--- config.mk ---
export PLATFORM = sky130hd
export DESIGN_NAME = crfab_blend
export DESIGN_NICKNAME = d
export VERILOG_FILES = /design/src/crfab_pkg.sv /design/src/crfab_blend.sv
export SDC_FILE = /design/constraint.sdc
export NUM_CORES = 1
export LEC_CHECK = 0
export ABC_CLOCK_PERIOD_IN_PS = 30200
export BUFFER_PORTS_ARGS = -buffer_cell sky130_fd_sc_hd__buf_2
export CAP_MARGIN = 40
export CORE_MARGIN = 10
export CORE_UTILIZATION = 35
export DETAILED_ROUTE_END_ITERATION = 8
export SYNTH_ARGS = -nofsm -noshare
export SYNTH_HDL_FRONTEND = slang
export SYNTH_SLANG_ARGS = --single-unit
--- constraint.sdc ---
create_clock -name vclk -period 30.2
set_clock_uncertainty 0.1 [all_clocks]
set_input_delay 6.04 -clock vclk [all_inputs]
set_output_delay 6.04 -clock vclk [all_outputs]
set_load 0.02 [all_outputs]
--- src/crfab_pkg.sv ---
// ----------------------------------------------------------------------------
// crfab_pkg: shared types and constants of the blitter
// operation codes, item structs and the blend helper
// ----------------------------------------------------------------------------
package crfab_pkg;

	typedef enum logic [2:0] {
		OP_FILL       = 3'd0,
		OP_ERASE_RECT = 3'd1,
		OP_ERASE_ALL  = 3'd2,
		OP_BLIT_START = 3'd3,
		OP_BLIT_PIXEL = 3'd4,
		OP_READ       = 3'd5
	} op_t;

	localparam logic [1:0] REG_WINDOW_WIDTH  = 2'd0;
	localparam logic [1:0] REG_WINDOW_HEIGHT = 2'd1;
	localparam logic [1:0] REG_BACKGROUND    = 2'd2;

	localparam int CfgDataWidth = 24;

	typedef struct packed {
		logic [2:0]         operation;
		logic signed [15:0] x;
		logic signed [15:0] y;
		logic [15:0]        width;
		logic [15:0]        height;
		logic [23:0]        color;
		logic [7:0]         alpha;
	} in_item_t;

	typedef struct packed {
		logic [23:0] pixel_color;
		logic        in_window;
	} out_item_t;

	typedef enum logic [1:0] {
		ST_IDLE,
		ST_PAINT
	} state_t;

	// (v + 127) / 255 for v up to 255 * 255, by reciprocal: (t + (t >> 8) + 1) >> 8 with t = v + 127
	function automatic logic [7:0] div255(input logic [15:0] v);
		logic [16:0] t;
		logic [17:0] u;
		begin
			t = {1'b0, v} + 17'd127;
			u = {1'b0, t} + {9'd0, t[16:8]} + 18'd1;
			div255 = u[15:8];
		end
	endfunction

endpackage

--- src/crfab_blend.sv ---
// ----------------------------------------------------------------------------
// crfab_blend: per-channel alpha blend
// mul255(src, a) + mul255(dst, 255 - a) on three channels
// ----------------------------------------------------------------------------
module crfab_blend (
	input  logic [23:0] src,
	input  logic [23:0] dst,
	input  logic [7:0]  alpha,
	output logic [23:0] res
);

	logic [7:0] na;
	assign na = 8'd255 - alpha;

	always_comb begin
		for (int c = 0; c < 3; c++) begin
			res[c*8 +: 8] = crfab_pkg::div255(16'(src[c*8 +: 8] * alpha))
				+ crfab_pkg::div255(16'(dst[c*8 +: 8] * na));
		end
	end

endmodule

==> metrics.md <==
| Metric | Value |
|---|---|
| Sequential cell count | 0 |
| Post-synth net total | 2,547 |
| Slowest stage delay, CP | 0.57 ns |
| Seq/Total Area, Yosys | 0% |
| Hold Vio Cnt, Final | 0 |
| First-pass GRT wire length | 67.37 mm |
| Distinct cells, synth | 80 |
| Clkbuf count | 0 |
| Share of the synthesized area in the top cell type | 30.57% |
| Total of max-cap violations | 0 |
| Storage cell area | 0 sq um |
| Worst hold-check path type | input pin to output pin |
| Min Clock Period, post-route | 20.56 ns |
| Max-slew headroom | 49.73% |
| Fraction of layout cells with a size suffix above 1 | 6.263% |
| Cts hold-fix bufs | 0 |
| FILL cells | 4,813 |
| Area of the multi-input gates | 15,180 sq um |
| Inst Count DP | 2,603 |
| Setup TNS | 0 ns |
| Critical-path top delay cell | fa_1 |
| Vias in the first global route | 14,070 |
| Setup crit start kind | input pin |
| Critical path fanouts, max | 48 |
| Post-synthesis adder-cell area fraction | 52.18% |
| WL final | 38.66 mm |
| Fin nets | 2,595 |
| Cell Area, Synth | 16,700 sq um |
| DR vias/cell | 4.910 |
| Final antenna-violating net count | 0 |
| Post-synthesis compound-gate area fraction | 11.39% |
| Io pins | 80 |
| Arr. time, crit path | 14.42 ns |
| Cell taking the most area after synthesis | fa_1 |
| Syn avg cell area | 8.564 sq um |
| GRT Util Overall | 13.89% |
| Area delta synth->final | 6.825% |
| Xor/xnor share of the synthesized area | 7.942% |
| Grt ovf | 0 |
| Die Y-Extent | 238.4 microns |
| Worst-Margin Slew | 0.7446 ns |
| Largest net degree at the start of global routing | 49 |
| Max Clock Freq | 48.64 MHz |
| Routability cong. | 0.8462 |
| Vias after detailed routing | 12,810 |
| FP Rows | 79 |
| Initial Util | 35.64% |
| Slew Limit Fails | 0 |
| YS warnings | 0 |
| Pre-Repair DR Iteration Count | 5 |
| Post_cts resized | 0 |
| Period utilization | 68.08% |
| Largest family of logic cells by synthesized area | adder cells |
| Crit Path Class | input pin to output pin |
| DR DRC count | 0 |
| Core area | 46,850 sq um |
| DR WL/cell | 14.82 microns |
| Finished Layout Cells | 2,609 |
| Die ar. | 56,850 sq um |
| Post-synthesis mux area share | 0.1199% |
| Critical Path End Type | output pin |
| Post-Synthesis Cells | 1,950 |
| DP HPWL | 32.51 mm |
| PortBufs | 80 |
| Post-CTS setup buffers | 0 |
| Status | finished, final reports clean |
| Finish-stage setup viols | 0 |
| Synth top area cells | fa_1 31%, ha_1 21%, inv_1 8.2% |
| Simple-gate portion of the synthesized area | 19.24% |
| RSZ-0062 raised after global routing | false |
| Critical Path RT | 24.06 ns |
| Die X | 238.4 microns |
| Initial drt markers | 461 |
| Antenna violations before repair | 15 |
synthesized netlist by cell type, drive strengths merged (4+ instances only):
| library cell | count |
|---|---|
| a21oi | 87 |
| nor3b | 5 |
| clkbuf | 41 |
| o21bai | 15 |
| xor2 | 48 |
| a211oi | 11 |
| or3 | 7 |
| o2111ai | 4 |
| ha | 286 |
| nand4 | 6 |
| inv | 364 |
| and2 | 129 |
| a21o | 32 |
| o31ai | 7 |
| nand3b | 4 |
| a2111oi | 5 |
| o211a | 4 |
| nand3 | 13 |
| and3 | 13 |
| nand2 | 115 |
| nor3 | 11 |
| a31oi | 10 |
| o211ai | 8 |
| xnor2 | 91 |
| o21ai | 52 |
| nor2b | 130 |
| o21a | 7 |
| fa | 255 |
| nand2b | 82 |
| nor2 | 61 |
final timing paths:
kind                  startpoint      end  cells after the start
worst max-delay path    alpha[0]  res[15]                     35
worst min-delay path      src[7]   res[7]                      9
stage by stage:
stage / utilization (%) / setup WS, ns / hold slack (ns) / area (sq um)
final: 38.08 / 9.641 / 13.29 / 17840
after global routing: 38.07 / 9.091 / 13.41 / 17840
after CTS: 38.04 / 9.615 / 13.32 / 17820
after detailed placement: 38.04 / 9.635 / 13.32 / 17820
after global placement: 37.83 / 9.693 / 13.31 / 17720
after floorplan: - / 10.34 / 12.91 / 16700
layer usage:
| metal | global-route usage [%] | vias up | wire, microns | share of wire [%] |
|---|---|---|---|---|
| met4 | 1.456 | 14 | 257 | 0.66 |
| met5 | 0 | - | 79 | 0.20 |
| li1 | - | 6310 | - | - |
| met2 | 26.33 | 131 | 19780 | 51 |
| met1 | 17.14 | 6322 | 17330 | 45 |
| met3 | 1.245 | 34 | 1213 | 3.1 |
critical path, delay by kind of cell:
family	cells	cell delay (ns)
xor gates and xnor gates	6	1.30
and+or+nand+nor	2	0.26
adders and majority gates	8	3.38
AOI/OAI and AO/OA	13	2.49
buffers and inverters	6	0.89
logic make-up (layout without fill, tap and decap cells):
family                     count (synthesis)  after routing
AOI/OAI and AO/OA                        272            272
muxes                                      2              2
xor gates and xnor gates                 142            142
other                                      0              6
adders and majority gates                544            544
buffers and inverters                    406            452
and+or+nand+nor                          584            584
layout make-up:
cell class,instances,share of cell area (%)
multi-input combinational,1544,85.07
timing repair buffer,88,2.932
inverter,364,7.659
tap,607,4.257
antenna,6,0.08416
cell usage in the layout, fill, tap and decap left out, types with 10 or more instances in the layout:
cell      Yosys  routed
o21bai_1     14      14
and3_1       13      13
a31oi_1      10      10
nand3_1      13      13
nand2_1     113     113
xor2_1       46      46
xnor2_1      89      89
nor2b_1     130     130
a21oi_1      83      83
inv_1       364     364
and2_1      129     129
nor2_1       61      61
nand2b_1     82      82
o21ai_0      48      48
nor3_1       10      10
a211oi_1     11      11
a21o_1       31      31
ha_1        286     286
buf_2         0      80
fa_1        255     255
Power is left out: the tool's default activity adds up to more than one toggle a clock period on the data nets, which glitch-free logic cannot reach.
